### config.mk
export PLATFORM = sky130hd
export DESIGN_NAME = binary_to_decimal_ascii_unit
export DESIGN_NICKNAME = d
export VERILOG_FILES = /design/src/rtl/bdau_pkg.sv /design/src/rtl/binary_to_decimal_ascii_unit.sv
export VERILOG_INCLUDE_DIRS = /design/src /design/src/rtl
export SDC_FILE = /design/constraint.sdc
export NUM_CORES = 1
export LEC_CHECK = 0
export ABC_AREA = 0
export BUFFER_PORTS_ARGS = -buffer_cell sky130_fd_sc_hd__buf_4
export CAP_MARGIN = 10
export CORE_MARGIN = 10
export CORE_UTILIZATION = 30
export DETAILED_ROUTE_END_ITERATION = 16
export SETUP_SLACK_MARGIN = 0.02
export SLEW_MARGIN = 40
export SYNTH_ARGS = -nofsm -noshare
export SYNTH_HDL_FRONTEND = slang
export SYNTH_SLANG_ARGS = --single-unit
### constraint.sdc
create_clock -name i_clk -period 2.5 [get_ports i_clk]
set_input_delay 0.375 -clock i_clk [delete_from_list [all_inputs] [get_ports i_clk]]
set_output_delay 0.375 -clock i_clk [all_outputs]
set_load 0.02 [all_outputs]
### src/rtl/binary_to_decimal_ascii_unit_macros.svh
// ----------------------------------------------------------------------------
// Assertion macros for the binary to decimal ASCII unit
// Concurrent assertion wrappers that compile away when SYNTH is defined.
// ----------------------------------------------------------------------------
`ifndef BINARY_TO_DECIMAL_ASCII_UNIT_MACROS_SVH
`define BINARY_TO_DECIMAL_ASCII_UNIT_MACROS_SVH

`ifndef SYNTH

// Property that must hold at every clock edge outside reset.
`define BDAU_ASSERT_ALWAYS(label, clk, rst_n, expr) \
    label: assert property (@(posedge clk) disable iff (!rst_n) (expr)) \
        else $error("assertion failed: invariant");

// Antecedent in one cycle implies consequent in the next.
`define BDAU_ASSERT_NEXT(label, clk, rst_n, ante, cons) \
    label: assert property (@(posedge clk) disable iff (!rst_n) (ante) |=> (cons)) \
        else $error("assertion failed: next-cycle implication");

`else

`define BDAU_ASSERT_ALWAYS(label, clk, rst_n, expr)
`define BDAU_ASSERT_NEXT(label, clk, rst_n, ante, cons)

`endif

`endif

### src/rtl/bdau_pkg.sv
// ----------------------------------------------------------------------------
// Binary to decimal ASCII unit package
// Constants, microcode word layout and the microcode program.
// ----------------------------------------------------------------------------
package bdau_pkg;

    localparam int VALUE_BITS_DEF = 32;
    localparam int IN_BITS        = 32;
    localparam int CHAR_BITS      = 6;
    localparam int TDATA_IN_BITS  = 32;
    localparam int TDATA_OUT_BITS = 8;
    localparam logic [CHAR_BITS-1:0] ASCII_ZERO = 6'd48;

    localparam int STEP_BITS = 2;
    localparam logic [STEP_BITS-1:0] STEP_WAIT = 2'd0;
    localparam logic [STEP_BITS-1:0] STEP_CONV = 2'd1;
    localparam logic [STEP_BITS-1:0] STEP_SKIP = 2'd2;
    localparam logic [STEP_BITS-1:0] STEP_EMIT = 2'd3;

    typedef enum logic [1:0] {
        COND_IN_ACC    = 2'd0,
        COND_BITS_DONE = 2'd1,
        COND_LEAD_DONE = 2'd2,
        COND_OUT_LAST  = 2'd3
    } t_cond;

    typedef struct packed {
        t_cond                 cond;
        logic [STEP_BITS-1:0]  jump;
        logic                  s_ready;
        logic                  m_valid;
        logic                  conv_en;
        logic                  skip_en;
    } t_uword;

    function automatic t_uword ucode(input logic [STEP_BITS-1:0] pc);
        t_uword w;
        w = '0;
        case (pc)
            STEP_WAIT: begin
                w.cond    = COND_IN_ACC;
                w.jump    = STEP_CONV;
                w.s_ready = 1'b1;
            end
            STEP_CONV: begin
                w.cond    = COND_BITS_DONE;
                w.jump    = STEP_SKIP;
                w.conv_en = 1'b1;
            end
            STEP_SKIP: begin
                w.cond    = COND_LEAD_DONE;
                w.jump    = STEP_EMIT;
                w.skip_en = 1'b1;
            end
            STEP_EMIT: begin
                w.cond    = COND_OUT_LAST;
                w.jump    = STEP_WAIT;
                w.m_valid = 1'b1;
            end
            default: begin
                w.cond = COND_IN_ACC;
                w.jump = STEP_WAIT;
            end
        endcase
        return w;
    endfunction

endpackage

### src/rtl/binary_to_decimal_ascii_unit.sv
// ----------------------------------------------------------------------------
// Binary to decimal ASCII unit
// Converts an unsigned binary number to decimal ASCII digits, most
// significant first, without leading zeros, under a microcoded sequencer.
// ----------------------------------------------------------------------------
//  channel  | dir | tdata                       | tlast
//  s (in)   | in  | [31:0] value                | -
//  m (out)  | out | [5:0] digit_char, [7:6] 0   | last_digit
//
//  An item is loaded, then converted by VALUE_BITS shift-add-3 steps; leading
//  zero digits are then skipped until the leading digit is found, and each
//  digit is emitted in turn, held by any output stall. The double-dabble
//  loop converts one bit per cycle. Reset returns the step counter to the
//  wait step. A stalled digit holds until taken; no new value is taken
//  meanwhile.
// ----------------------------------------------------------------------------
`include "binary_to_decimal_ascii_unit_macros.svh"

module binary_to_decimal_ascii_unit #(
    parameter int VALUE_BITS = bdau_pkg::VALUE_BITS_DEF
) (
    input  logic                                i_clk,
    input  logic                                i_rst_n,
    input  logic                                i_s_tvalid,
    output logic                                o_s_tready,
    input  logic [bdau_pkg::TDATA_IN_BITS-1:0]  i_s_tdata,   // [31:0] value
    output logic                                o_m_tvalid,
    input  logic                                i_m_tready,
    output logic [bdau_pkg::TDATA_OUT_BITS-1:0] o_m_tdata,   // [5:0] digit_char
    output logic                                o_m_tlast
);

    localparam int NDIG      = ((VALUE_BITS * 1233) >> 12) + 1;
    localparam int BCD_BITS  = 4 * NDIG;
    localparam int BCNT_BITS = $clog2(VALUE_BITS + 1);
    localparam int DCNT_BITS = $clog2(NDIG + 1);

    logic [bdau_pkg::STEP_BITS-1:0] r_pc, n_pc;
    logic [VALUE_BITS-1:0]          r_bin, n_bin;
    logic [BCD_BITS-1:0]            r_bcd, n_bcd;
    logic [BCNT_BITS-1:0]           r_bcnt, n_bcnt;
    logic [DCNT_BITS-1:0]           r_dcnt, n_dcnt;

    bdau_pkg::t_uword uw;
    logic [BCD_BITS-1:0] adj;
    logic [3:0]          top;
    logic                in_acc, out_acc, bits_done, lead_done, out_last, cond_hit;

    assign uw  = bdau_pkg::ucode(r_pc);
    assign top = r_bcd[BCD_BITS-1 -: 4];

    assign in_acc    = i_s_tvalid & uw.s_ready;
    assign out_acc   = i_m_tready & uw.m_valid;
    assign bits_done = (r_bcnt == BCNT_BITS'(1));
    assign lead_done = (top != 4'd0) || (r_dcnt == DCNT_BITS'(1));
    assign out_last  = i_m_tready && (r_dcnt == DCNT_BITS'(1));

    always_comb begin
        for (int d = 0; d < NDIG; d++) begin
            if (r_bcd[4*d +: 4] >= 4'd5) begin
                adj[4*d +: 4] = r_bcd[4*d +: 4] + 4'd3;
            end else begin
                adj[4*d +: 4] = r_bcd[4*d +: 4];
            end
        end
    end

    always_comb begin
        case (uw.cond)
            bdau_pkg::COND_IN_ACC:    cond_hit = in_acc;
            bdau_pkg::COND_BITS_DONE: cond_hit = bits_done;
            bdau_pkg::COND_LEAD_DONE: cond_hit = lead_done;
            bdau_pkg::COND_OUT_LAST:  cond_hit = out_last;
            default:                  cond_hit = 1'b0;
        endcase
    end

    always_comb begin
        n_pc   = cond_hit ? uw.jump : r_pc;
        n_bin  = r_bin;
        n_bcd  = r_bcd;
        n_bcnt = r_bcnt;
        n_dcnt = r_dcnt;
        if (in_acc) begin
            n_bin  = VALUE_BITS'(i_s_tdata);
            n_bcd  = '0;
            n_bcnt = BCNT_BITS'(VALUE_BITS);
            n_dcnt = DCNT_BITS'(NDIG);
        end
        if (uw.conv_en) begin
            n_bcd  = {adj[BCD_BITS-2:0], r_bin[VALUE_BITS-1]};
            n_bin  = {r_bin[VALUE_BITS-2:0], 1'b0};
            n_bcnt = r_bcnt - BCNT_BITS'(1);
        end
        if ((uw.skip_en && !lead_done) || out_acc) begin
            n_bcd  = {r_bcd[BCD_BITS-5:0], 4'd0};
            n_dcnt = r_dcnt - DCNT_BITS'(1);
        end
    end

    always_ff @(posedge i_clk) begin
        if (!i_rst_n) begin
            r_pc   <= bdau_pkg::STEP_WAIT;
            r_bcnt <= '0;
            r_dcnt <= DCNT_BITS'(NDIG);
        end else begin
            r_pc   <= n_pc;
            r_bcnt <= n_bcnt;
            r_dcnt <= n_dcnt;
        end
    end

    always_ff @(posedge i_clk) begin
        r_bin <= n_bin;
        r_bcd <= n_bcd;
    end

    assign o_s_tready = uw.s_ready;
    assign o_m_tvalid = uw.m_valid;
    assign o_m_tdata  = {2'b00, bdau_pkg::ASCII_ZERO + {2'b00, top}};
    assign o_m_tlast  = (r_dcnt == DCNT_BITS'(1));

    `BDAU_ASSERT_ALWAYS(a_no_overlap, i_clk, i_rst_n, !(o_s_tready && o_m_tvalid))
    `BDAU_ASSERT_ALWAYS(a_dcnt_nonzero, i_clk, i_rst_n, !o_m_tvalid || (r_dcnt != '0))
    `BDAU_ASSERT_NEXT(a_load_conv, i_clk, i_rst_n, in_acc,
        (r_pc == bdau_pkg::STEP_CONV) && (r_bcnt == BCNT_BITS'(VALUE_BITS)))
    `BDAU_ASSERT_NEXT(a_last_ready, i_clk, i_rst_n,
        o_m_tvalid && i_m_tready && o_m_tlast, o_s_tready)

endmodule
==> results_dict.tcl <==
set metrics [dict create \
    ctsResizeCount 0 \
    grt_pass1_wl_mm 17.5 \
    async_reset_ff_share_pct 0 \
    drc 0 \
    reg2reg_to "r_bcd[32]" \
    ys_warn_count 0 \
    ys_seq_area_share_pct 47.1 \
    dp_hpwl_mm 7.10 \
    slew_viol_final 0 \
    fin_crit_sh_pct 87.2 \
    crit_type "register to register" \
    crit_arrival_ps 2250 \
    ff2ff_setup_slack_ps 320 \
    clock_sinks 84 \
    maxCapViolations 0 \
    synthAdderAreaFrac_pct 7.77 \
    place_congestion 0.799 \
    area_growth_syn_to_layout_pct 16.6 \
    hold_viol_final 0 \
    syn_area_um2 4990 \
    drt_iter0_markers 243 \
    crit_required_ps 2570 \
    finalInstanceArea_um2 5820 \
    critPathMaxFanout 15 \
    grt_max_degree 80 \
    cp-end-kind "register" \
    fillCellCount 1700 \
    postRouteAntennaNets 0 \
    power_leakage_uw 0.00219 \
    start_kind "register" \
    core-area_um2 16500 \
    ios 47 \
    place_area_um2 5510 \
    run_status "finished, final reports clean" \
    overflow 0 \
    synth-main-ff-cell "edfxtp_1" \
    dr.pass1.iters 4 \
    ir_worst_vdd_mv 0.418 \
    port_buffers 42 \
    grt_pass1_vias 3726 \
    tns_ps 0 \
    synth-xor-area-share_pct 1.75 \
    yosysMostFrequentCell "nand2_1" \
    ys_ff_latch 84 \
    p_seq_share_pct 42.0 \
    synth.distinct_cells 48 \
    switching_share_pct 37.0 \
    finalSetupViolCount 0 \
    yosys-top-cells-area "edfxtp_1, nand2_1, ha_1, dfxtp_1, o21ai_0" \
    regArea_um2 2350 \
    p_int_uw 3870 \
    synth_compound_area_share_pct 19.3 \
    synth_common_cells "nand2_1, edfxtp_1, o21ai_0" \
    holdPathEnd "r_dcnt[1]" \
    vias 3692 \
    clkPwrFrac_pct 22.5 \
    cts-root-buf "clkbuf_16" \
    clockBufferDepth 2 \
    fmax_ghz 0.459 \
    cts_buffers 9 \
    synth_top_area_share_pct 40.3 \
    min_period_ps 2180 \
    wl_per_cell_um 13.1 \
    synth-simple-area-share_pct 17.3 \
    rr_worst_depth 6 \
    post_cts_buffers 0 \
    grt_use_total_pct 9.37 \
    combPwrFrac_pct 35.5 \
    multi_input_area_um2 2350 \
    ctsHoldBuffers 0 \
    h-tree-depth 3 \
    finalClockSkew_ps 10.2 \
    die_area_um2 22200 \
    viasPerCell 4.70 \
    synth_edf_count 67 \
    power_uw 6150 \
    rows 47 \
    synth_top_family_by_area "compound AO/OA/AOI/OAI gates" \
    synth.area.mux_share_pct 0.426 \
    die_w_um 149 \
    rr_startpoint "r_bcd[36]" \
    routed_wl_mm 10.3 \
    antennaDiodeCount 0 \
    clkLatencyLatePin_ps 340 \
    fp.dieH_um 149 \
    powerDensity_nw_per_um2 1060 \
    worstHoldStart "i_rst_n" \
    syn_inst 529 \
    yosysTopAreaCell "edfxtp_1" \
    cts_tree "yes" \
    hold_ws_ps 243 \
    clkTransAtPathRegs_ps 70 \
    p_switching_uw 2270 \
    layout-drive-gt1-share_pct 17.1 \
    initial_core_util_pct 30.3 \
    placed_cells 770 \
    nNetsFinal 628 \
    rsz0062_at_grt "false" \
    layout.cells.non_filler 786 \
    hold_depth 2 \
    antenna_found_initial 0 \
    synth_area_per_cell_um2 9.44 \
    hold_path.class "primary input to register" \
]
cell families (layout without fill, tap and decap cells):
group                      after synthesis  in the layout
AOI/OAI and AO/OA                      145            145
xor gates and xnor gates                10             10
adders and majority gates               31             31
buffers and inverters                   64             99
DFF                                     84             84
muxes                                    2              2
other                                    2              4
and+or+nand+nor                        191            191
area by class of cell:
cell class	count	share of cell area (%)
sequential	84	40.4
clock inverter	5	1.01
timing repair buffer	53	7.26
inverter	30	1.93
tap	220	4.73
clock buffer	11	4.34
multi-input combinational	383	40.3
cell usage in the layout, fill, tap and decap left out, types with 2 or more instances in the layout:
master      synthesis  layout
o32ai_1             2       2
xnor2_1            10      10
inv_1              29      29
o31ai_2            19      19
buf_12              0       2
nor2b_1             4       4
a21o_1              2       2
nor3b_1            12      12
o32ai_2             2       2
conb_1              2       4
ha_1               31      30
nor3_1              7       7
edfxtp_1           67      67
a22oi_1             4       4
dfxtp_1            17      17
clkbuf_16           0       9
and2_1              3       3
nor2_1             25      25
nand3_1            12      12
clkbuf_8            0       2
o31ai_1             3       3
a21oi_1            40      40
o21ai_0            59      59
nand2b_1           14      14
buf_4               8      51
nand2_1           108     107
o21ai_1             2       2
o211ai_1            2       2
clkinvlp_4          0       2
critical path, stage by stage (launching register included):
cell	delay (ps)
edfxtp_1	440
inv_1	110
ha_1	140
nor3b_1	340
a32o_2	460
buf_4	290
o21ai_0	140
through the flow:
step	util [%]	setup WS, ps
final	35.4	320
after global routing	35.4	197
after CTS	35.4	326
after detailed placement	33.5	339
after floorplan	-	240
after global placement	33.5	405
sequential cells by signal, summed over array words and instances (netlist names):
name and flops:
r_bcd 40, r_bin 32, r_bcnt 6, r_dcnt 4
r_pc 2
worst max-delay path by stage:
stage	start	to	slack (ps)
final	r_bcd[36]	r_bcd[32]	320
after global routing	r_bcd[36]	r_bcd[12]	200
after CTS	r_bcd[36]	r_bcd[32]	330
after detailed placement	r_bcd[36]	r_bcd[12]	340
after global placement	r_bcd[36]	r_bcd[12]	410
after floorplan	r_dcnt[0]	r_bcd[10]	240
metal layers:
| layer | up-vias | GRT usage (%) | wire [um] |
|---|---|---|---|
| li1 | 1916 | - | - |
| met1 | 1699 | 11.7 | 4870 |
| met2 | 69 | 15.3 | 4870 |
| met3 | 8 | 2.76 | 459 |
| met4 | 0 | 2.70 | 74 |
| met5 | - | 0 | 0 |
power groups by stage:
stage,Sequential [uW],Clock [uW],Combinational [uW]
after floorplan,2470,0,1730
after global placement,2580,0,2130
after detailed placement,2600,0,2200
after CTS,2570,1410,2210
after global routing,2660,1480,2490
final,2580,1380,2190
Power figures use the tool's default switching activity.
